--- config.mk ---
export PLATFORM = sky130hd
export DESIGN_NAME = bounded_waiting_lock_handoff
export DESIGN_NICKNAME = d
export VERILOG_FILES = /design/src/hw/rtl/bwlh_pkg.sv /design/src/hw/rtl/bwlh_ctrl.sv /design/src/hw/rtl/bwlh_dp.sv /design/src/hw/rtl/bounded_waiting_lock_handoff.sv
export VERILOG_INCLUDE_DIRS = /design/src /design/src/hw/rtl
export SDC_FILE = /design/constraint.sdc
export NUM_CORES = 1
export LEC_CHECK = 0
export ABC_AREA = 1
export BUFFER_PORTS_ARGS = -buffer_cell sky130_fd_sc_hd__buf_2
export CAP_MARGIN = 20
export CORE_MARGIN = 8
export CORE_UTILIZATION = 40
export CTS_CLUSTER_DIAMETER = 80
export DETAILED_ROUTE_END_ITERATION = 10
export PLACE_DENSITY = 0.6
export SLEW_MARGIN = 40
export SYNTH_ARGS = -nofsm -noshare
export SYNTH_HDL_FRONTEND = slang
export SYNTH_HIERARCHICAL = 1
export SYNTH_SLANG_ARGS = --single-unit
--- constraint.sdc ---
create_clock -name clk -period 2.55 [get_ports clk]
set_input_delay 0.51 -clock clk [delete_from_list [all_inputs] [get_ports clk]]
set_output_delay 0.51 -clock clk [all_outputs]
set_load 0.02 [all_outputs]
--- src/hw/rtl/bounded_waiting_lock_handoff_macros.svh ---
// Assertion macros shared by the lock handoff RTL.
// Included by the controller and datapath modules; depends on nothing else.
`ifndef BOUNDED_WAITING_LOCK_HANDOFF_MACROS_SVH
`define BOUNDED_WAITING_LOCK_HANDOFF_MACROS_SVH

// Same-cycle implication, checked outside reset.
`define BWLH_ASSERT_IMP(label, clk, rst, ante, cons, msg) \
  label: assert property (@(posedge clk) disable iff (rst) (ante) |-> (cons)) \
    else $error(msg);

// Next-cycle implication, checked outside reset.
`define BWLH_ASSERT_NEXT(label, clk, rst, ante, cons, msg) \
  label: assert property (@(posedge clk) disable iff (rst) (ante) |=> (cons)) \
    else $error(msg);

`endif

--- src/hw/rtl/bwlh_pkg.sv ---
// Shared types and constants for the bounded waiting lock handoff block.
// No dependencies; used by the controller, datapath and top level.
package bwlh_pkg;

  localparam int MAX_REQ_DEFAULT = 16;
  localparam int ID_W  = 4;
  localparam int CFG_W = 5;
  // Wide enough to hold any requester count up to the largest supported size.
  localparam int CNT_W = 7;

  localparam logic [CFG_W-1:0] ACTIVE_RESET = 5'd16;

  localparam logic OP_ACQUIRE = 1'b0;
  localparam logic OP_RELEASE = 1'b1;

  typedef struct packed {
    logic load;
    logic eval;
    logic scan_init;
    logic scan_step;
  } dp_cmd_t;

  typedef struct packed {
    logic need_scan;
    logic scan_end;
  } dp_stat_t;

endpackage

--- src/hw/rtl/bwlh_ctrl.sv ---
// Sequencing state machine for the lock handoff block.
// Depends on bwlh_pkg and the assertion macro header.
`include "bounded_waiting_lock_handoff_macros.svh"

module bwlh_ctrl (
  input  logic              clk,
  input  logic              rst,
  input  logic              start,
  output logic              busy,
  input  bwlh_pkg::dp_stat_t stat,
  output bwlh_pkg::dp_cmd_t  cmd
);
  import bwlh_pkg::*;

  localparam logic [1:0] ST_IDLE = 2'd0;
  localparam logic [1:0] ST_EVAL = 2'd1;
  localparam logic [1:0] ST_SCAN = 2'd2;

  logic [1:0] state;
  logic [1:0] state_next;

  assign busy = (state != ST_IDLE);

  always_comb begin
    state_next = state;
    cmd        = '0;
    case (state)
      ST_IDLE: begin
        if (start) begin
          cmd.load   = 1'b1;
          state_next = ST_EVAL;
        end
      end
      ST_EVAL: begin
        if (stat.need_scan) begin
          cmd.scan_init = 1'b1;
          state_next    = ST_SCAN;
        end else begin
          cmd.eval   = 1'b1;
          state_next = ST_IDLE;
        end
      end
      ST_SCAN: begin
        cmd.scan_step = 1'b1;
        if (stat.scan_end) begin
          state_next = ST_IDLE;
        end
      end
      default: begin
        state_next = ST_IDLE;
      end
    endcase
  end

  always_ff @(posedge clk) begin
    if (rst) begin
      state <= ST_IDLE;
    end else begin
      state <= state_next;
    end
  end

  `BWLH_ASSERT_NEXT(a_accept_to_eval, clk, rst, start && !busy, state == ST_EVAL,
                    "accepted request did not enter evaluation")
  `BWLH_ASSERT_NEXT(a_scan_holds, clk, rst, state == ST_SCAN && !stat.scan_end,
                    state == ST_SCAN, "scan ended without a result")
  `BWLH_ASSERT_NEXT(a_scan_exits, clk, rst, state == ST_SCAN && stat.scan_end,
                    state == ST_IDLE, "scan did not return to idle")

endmodule

--- src/hw/rtl/bwlh_dp.sv ---
// Datapath for the lock handoff block: waiting bits, lock flag, scan pointer
// and result registers. Depends on bwlh_pkg and the assertion macro header.
`include "bounded_waiting_lock_handoff_macros.svh"

module bwlh_dp #(
  parameter int MAX_REQUESTERS = bwlh_pkg::MAX_REQ_DEFAULT
) (
  input  logic                      clk,
  input  logic                      rst,
  input  bwlh_pkg::dp_cmd_t         cmd,
  output bwlh_pkg::dp_stat_t        stat,
  input  logic                      cfg_we,
  input  logic [bwlh_pkg::CFG_W-1:0] cfg_wdata,
  input  logic                      opcode,
  input  logic [bwlh_pkg::ID_W-1:0] requester_id,
  output logic                      done,
  output logic                      grant_valid,
  output logic [bwlh_pkg::ID_W-1:0] grant_id,
  output logic                      lock_busy,
  output logic                      error
);
  import bwlh_pkg::*;

  localparam int IDX_W = $clog2(MAX_REQUESTERS);
  localparam logic [CNT_W-1:0] MAX_CNT = CNT_W'(MAX_REQUESTERS);

  logic [CFG_W-1:0]        active;
  logic [MAX_REQUESTERS-1:0] waiting;
  logic                    held;
  logic                    op_r;
  logic [ID_W-1:0]         id_r;
  logic [IDX_W-1:0]        ptr;

  logic [CNT_W-1:0] active_ext;
  logic [CNT_W-1:0] count;
  logic [CNT_W-1:0] id_ext;
  logic [CNT_W-1:0] ptr_ext;
  logic [CNT_W-1:0] id_inc;
  logic [CNT_W-1:0] ptr_inc;
  logic [IDX_W-1:0] id_idx;
  logic             in_range;
  logic             at_self;

  // Saturate the configured count to 1..MAX_REQUESTERS.
  assign active_ext = CNT_W'(active);
  always_comb begin
    if (active_ext == '0) begin
      count = CNT_W'(1);
    end else if (active_ext > MAX_CNT) begin
      count = MAX_CNT;
    end else begin
      count = active_ext;
    end
  end

  assign id_ext   = CNT_W'(id_r);
  assign ptr_ext  = CNT_W'(ptr);
  assign id_idx   = IDX_W'(id_r);
  assign in_range = (id_ext < count);
  assign id_inc   = id_ext + CNT_W'(1);
  assign ptr_inc  = ptr_ext + CNT_W'(1);
  assign at_self  = (ptr_ext == id_ext);

  assign stat.need_scan = in_range && (op_r == OP_RELEASE) && held;
  assign stat.scan_end  = at_self || waiting[ptr];

  always_ff @(posedge clk) begin
    if (rst) begin
      active  <= ACTIVE_RESET;
      waiting <= '0;
      held    <= 1'b0;
      done    <= 1'b0;
    end else begin
      done <= 1'b0;
      if (cfg_we) begin
        active <= cfg_wdata;
      end
      if (cmd.eval) begin
        done <= 1'b1;
        if (in_range && op_r == OP_ACQUIRE) begin
          if (!held) begin
            held <= 1'b1;
          end else begin
            waiting[id_idx] <= 1'b1;
          end
        end
      end
      if (cmd.scan_step) begin
        if (at_self) begin
          // Nobody else is waiting: the lock becomes free.
          held <= 1'b0;
          done <= 1'b1;
        end else if (waiting[ptr]) begin
          waiting[ptr] <= 1'b0;
          done         <= 1'b1;
        end
      end
    end
  end

  always_ff @(posedge clk) begin
    if (cmd.load) begin
      op_r <= opcode;
      id_r <= requester_id;
    end
    if (cmd.scan_init) begin
      ptr <= (id_inc == count) ? '0 : IDX_W'(id_inc);
    end else if (cmd.scan_step) begin
      ptr <= (ptr_inc == count) ? '0 : IDX_W'(ptr_inc);
    end
    if (cmd.eval) begin
      grant_valid <= 1'b0;
      grant_id    <= '0;
      error       <= 1'b0;
      lock_busy   <= held;
      if (!in_range) begin
        error <= 1'b1;
      end else if (op_r == OP_ACQUIRE) begin
        lock_busy <= 1'b1;
        if (!held) begin
          grant_valid <= 1'b1;
          grant_id    <= id_r;
        end
      end else begin
        // Release while the lock is free.
        error <= 1'b1;
      end
    end
    if (cmd.scan_step) begin
      grant_valid <= 1'b0;
      grant_id    <= '0;
      error       <= 1'b0;
      lock_busy   <= 1'b0;
      if (!at_self && waiting[ptr]) begin
        grant_valid <= 1'b1;
        grant_id    <= ID_W'(ptr);
        lock_busy   <= 1'b1;
      end
    end
  end

  `BWLH_ASSERT_IMP(a_grant_no_error, clk, rst, done && grant_valid, !error,
                   "grant reported together with an error")
  `BWLH_ASSERT_IMP(a_grant_busy, clk, rst, done && grant_valid, lock_busy && held,
                   "grant reported while the lock is free")
  `BWLH_ASSERT_NEXT(a_scan_end_done, clk, rst, cmd.scan_step && stat.scan_end, done,
                    "finished scan produced no result")

endmodule

--- src/hw/rtl/bounded_waiting_lock_handoff.sv ---
// Top level of the bounded waiting lock handoff block.
// Depends on bwlh_pkg, bwlh_ctrl and bwlh_dp.
//
// Usage:
//   A lock request (opcode acquire or release, plus requester_id) is taken at
//   a rising edge with start high and busy low. Exactly one result follows:
//   grant_valid, grant_id, lock_busy and error are valid for the single cycle
//   in which done is high. The receiver cannot stall; it must take the result
//   in that cycle.
//   An acquire, an out-of-range id or a release of a free lock gives its
//   result from the evaluation state. A release of a held lock walks the
//   waiting bits round robin, one requester per cycle, from the requester
//   after the releaser until it finds one waiting or reaches the releaser.
//   busy stays high until the result is registered, so a new request can be
//   taken in the cycle done is shown.
//   The active count is written through cfg_we/cfg_wdata while busy is low.
//   Reset (rst, synchronous) clears all waiting bits, frees the lock and sets
//   the active count to 16.
module bounded_waiting_lock_handoff #(
  parameter int MAX_REQUESTERS = bwlh_pkg::MAX_REQ_DEFAULT
) (
  input  logic                       clk,
  input  logic                       rst,
  input  logic                       cfg_we,
  input  logic [bwlh_pkg::CFG_W-1:0] cfg_wdata,
  input  logic                       start,
  output logic                       busy,
  input  logic                       opcode,
  input  logic [bwlh_pkg::ID_W-1:0]  requester_id,
  output logic                       done,
  output logic                       grant_valid,
  output logic [bwlh_pkg::ID_W-1:0]  grant_id,
  output logic                       lock_busy,
  output logic                       error
);
  import bwlh_pkg::*;

  dp_cmd_t  cmd;
  dp_stat_t stat;

  bwlh_ctrl u_ctrl (
    .clk   (clk),
    .rst   (rst),
    .start (start),
    .busy  (busy),
    .stat  (stat),
    .cmd   (cmd)
  );

  bwlh_dp #(
    .MAX_REQUESTERS (MAX_REQUESTERS)
  ) u_dp (
    .clk          (clk),
    .rst          (rst),
    .cmd          (cmd),
    .stat         (stat),
    .cfg_we       (cfg_we),
    .cfg_wdata    (cfg_wdata),
    .opcode       (opcode),
    .requester_id (requester_id),
    .done         (done),
    .grant_valid  (grant_valid),
    .grant_id     (grant_id),
    .lock_busy    (lock_busy),
    .error        (error)
  );

endmodule
==> summary.md <==
| Metric | Value |
|---|---|
| Status | `completed` |
| CTS Buf Count | `5` |
| Tmin final | `2.27 ns` |
| Final ANT Viol Nets | `0` |
| Tightest Hold Check Type | `input pin to register` |
| Critical Path Fanout Max | `9` |
| Largest family of logic cells by synthesized area | `simple AND/OR/NAND/NOR gates` |
| Core area | `approximately 6700 µm²` |
| Fin. Hold Viols | `0` |
| Max_slew headroom | `0.556` |
| Diode count | `0` |
| Layout Cells excl Fill | `~500` |
| Gate Count Post-Synth | `around 400` |
| Reg-to-reg endpoint | `u_dp/ptr[1]` |
| Die Wd | `between 90 and 100 µm` |
| Syn-to-layout area delta | `10.6%` |
| Max Freq | `441 MHz` |
| First-pass GRT wire length | `between 10000 and 15000 µm` |
| Vias | `2435` |
| Startpoint types | `register` |
| HP Start | `requester_id[1]` |
| WL per Instance | `about 13 µm` |
| Post-synthesis adder-cell area fraction | `0.0545` |
| Register-to-Register Setup Slack | `~0.28 ns` |
| Share of post-route cells with drive strength above 1 | `0.183` |
| DP Cell Count | `492` |
| Vias in the first global route | `between 2k and 2.5k` |
| Worst EP arrival | `approximately 2.3 ns` |
| Grt ovf | `0` |
| Pwr Total | `~1.4 mW` |
| Die area | `around 9800 µm²` |
| XOR/XNOR Fraction of Synth Area | `0.0350` |
| Final HPWL DP | `~4800 µm` |
| Count of state elements after synthesis | `~40` |
| Slew Limit Fails | `0` |
| Antenna violations before repair | `0` |
| RSZ-0062 raised after global routing | `no` |
| Clk Latency, worst-skew pair | `0.30 ns` |
| RR Startpoint | `u_dp/active[4]` |
| I/O pin count | `23` |
| Worst Tran Pin Value | `about 0.66 ns` |
| DRT Wirelength | `approximately 6500 µm` |
| GPL Wtd Cong | `around 0.87` |
| Crit. End Element | `register` |
| Power Dens Cells | `between 400 and 500 nW/µm²` |
| Vias per cell | `about 5` |
| Clock buffer depth | `2` |
| Fin Clk Skew | `between 0.01 and 0.015 ns` |
| Number of I/O port buffers | `22` |
| Post-synthesis simple-gate area fraction | `0.390` |
| CTS tree | `done` |
| Max VDD drop | `approximately 0.31 mV` |
| Main area contributors after synthesis | `dfxtp_1, edfxtp_1, nand2_1` |
| Die Y | `around 99 µm` |
| Clock transition at path regs | `0.08 ns` |
| Tot GR Track Use | `0.141` |
| CTS H-tree depth | `2` |
| Post-synthesis mux area share | `0` |
| Path depth of the worst reg2reg path | `12` |
| Hold EP | `u_dp/id_idx[1]` |
| Post-synth design cell area | `2750 µm²` |
| Setup-failing EPs final | `0` |
| Row count | `30` |
| Syn Nets | `roughly 420` |
| CP Data Required Time | `around 2.6 ns` |
| Max cap viols | `0` |
| Synth area leader | `dfxtp_1` |
| Initial Utilization | `0.410` |
| Yosys warns | `6` |
| Largest net degree at the start of global routing | `24` |
| Syn Area/Cell | `between 6 and 7 µm²` |
| Iter 0 DRT Violations | `around 140` |
| Setup tns final | `0 ns` |
| Synth cell types | `28` |
| Final net count | `approximately 450` |
| Pre-antenna DRT Iters | `4` |
| Clock root buffer | `clkbuf_8` |
| CTS sink cnt | `between 40 and 50` |
| Period utilization | `0.890` |
| Register area share after synthesis | `0.353` |
| Leakage | `1.35 nW` |
| # DRC | `0` |
| Synth Area in Compound Gates | `0.0432` |
| Hold-critical path depth | `1` |
| Post-synth top area share | `0.189` |
| Post-route cell area | `around 3000 µm²` |
| Post-place instance area | `approximately 2900 µm²` |
| Util after Layout | `0.453` |
| Crit Path Class | `register to register` |
power breakdown:
group	switching, mW	internal, mW	total [mW]	leakage [nW]
Sequential	0.0176	0.702	0.720	0.353
Combinational	0.118	0.0649	0.183	0.941
Clock	0.237	0.294	0.531	0.0554
worst max-delay path by stage:
stage	startpoint	endpoint	slack [ns]
finish	u_dp/active[4]	u_dp/ptr[1]	0.28
global route	u_dp/active[2]	u_dp/waiting[4]	0.05
CTS	u_dp/active[4]	u_dp/ptr[1]	0.07
detailed placement	u_dp/active[4]	u_dp/ptr[0]	0.08
global placement	u_dp/active[2]	u_dp/grant_id[2]	0.13
floorplan	u_dp/active[2]	u_dp/waiting[10]	0.20
registers in the layout, indices dropped and copies added (netlist names):
| register | cells |
|---|---|
| u_dp/lock_busy | 1 |
| u_dp/grant_id | 4 |
| u_dp/held | 1 |
| u_dp/waiting | 16 |
| u_dp/active | 5 |
| u_ctrl/state | 2 |
| u_dp/ptr | 4 |
| u_dp/id_idx | 4 |
| u_dp/grant_valid | 1 |
| u_dp/op_r | 1 |
| u_dp/done | 1 |
| u_dp/error | 1 |
cell families (layout without fill, tap and decap cells):
group / count (synthesis) / after routing
AND/OR/NAND/NOR: 238 / 238
buffers and inverters: 73 / 97
flip-flops: 41 / 41
AO/OA/AOI/OAI: 22 / 22
adder cells (fa/ha/maj): 12 / 12
XOR/XNOR: 11 / 11
synthesized netlist by cell type:
| master | number |
|---|---|
| nand4_2 | 3 |
| o211ai_1 | 2 |
| nor2_2 | 14 |
| xnor2_1 | 6 |
| buf_4 | 5 |
| clkbuf_2 | 1 |
| o21ai_0 | 13 |
| buf_2 | 3 |
| nor2_1 | 74 |
| nand3_1 | 24 |
| nand4_1 | 19 |
| nor3b_1 | 1 |
| inv_2 | 7 |
| edfxtp_1 | 15 |
| ha_1 | 12 |
| nor3_2 | 1 |
| o21ai_1 | 1 |
| buf_6 | 6 |
| nor3_1 | 2 |
| nand2_4 | 1 |
| inv_1 | 51 |
| nand2_2 | 4 |
| nand3_2 | 2 |
| nand2_1 | 93 |
| xor2_1 | 5 |
| a21oi_2 | 1 |
| dfxtp_1 | 26 |
| a21oi_1 | 5 |
layer usage:
metal,vias up,track usage,routed length [µm]
met2,47,0.235,3050
met5,-,0,0
li1,1287,-,-
met4,0,0.0519,76
met1,1096,0.177,3100
met3,5,0.0261,251
layout make-up:
type | count | area, µm²
clock buffers | 6 | 72.6
clock inverters | 2 | 38.8
fillers | 712 | 3670
inverters | 58 | 218
multi-input cells | 283 | 1460
flip-flops and latches | 41 | 971
well taps | 80 | 100
repair buffers | 31 | 181
metrics by stage:
stage / hold WS, ns / setup slack [ns]
finish: 0.382 / 0.281
global route: 0.369 / 0.0493
CTS: 0.372 / 0.0655
detailed placement: 0.477 / 0.0823
global placement: 0.474 / 0.129
floorplan: 0.455 / 0.202
repair_timing:
| action | 4_1_cts | 5_1_grt |
|---|---|---|
| resized for setup | 0 | 9 |
| hold buffers | 0 | 0 |
| endpoints found under the setup margin | 0 | 33 |
| buffers inserted | 0 | 1 |
critical path, stage by stage, from the launching register on:
cell and delay [ns]:
dfxtp_1 0.32, inv_2 0.13, nand2_1 0.16, ha_1 0.34, a21oi_1 0.13, o21ai_1 0.07, nand3_1 0.12, nand2_2 0.09
nor3_4 0.15, nand3_2 0.13, inv_2 0.11, inv_1 0.09, nand2_2 0.12
placed cells by master (no fill, tap or decap), drive strengths merged:
| cell type | netlist | final |
|---|---|---|
| a21oi | 6 | 6 |
| buf | 14 | 31 |
| bufinv | 0 | 1 |
| clkbuf | 1 | 6 |
| clkinv | 0 | 1 |
| dfxtp | 26 | 26 |
| edfxtp | 15 | 15 |
| ha | 12 | 12 |
| inv | 58 | 58 |
| nand2 | 98 | 98 |
| nand3 | 26 | 26 |
| nand4 | 22 | 22 |
| nor2 | 88 | 88 |
| nor3 | 3 | 3 |
| nor3b | 1 | 1 |
| o211ai | 2 | 2 |
| o21ai | 14 | 14 |
| xnor2 | 6 | 6 |
| xor2 | 5 | 5 |
Power figures use the tool's default switching activity.
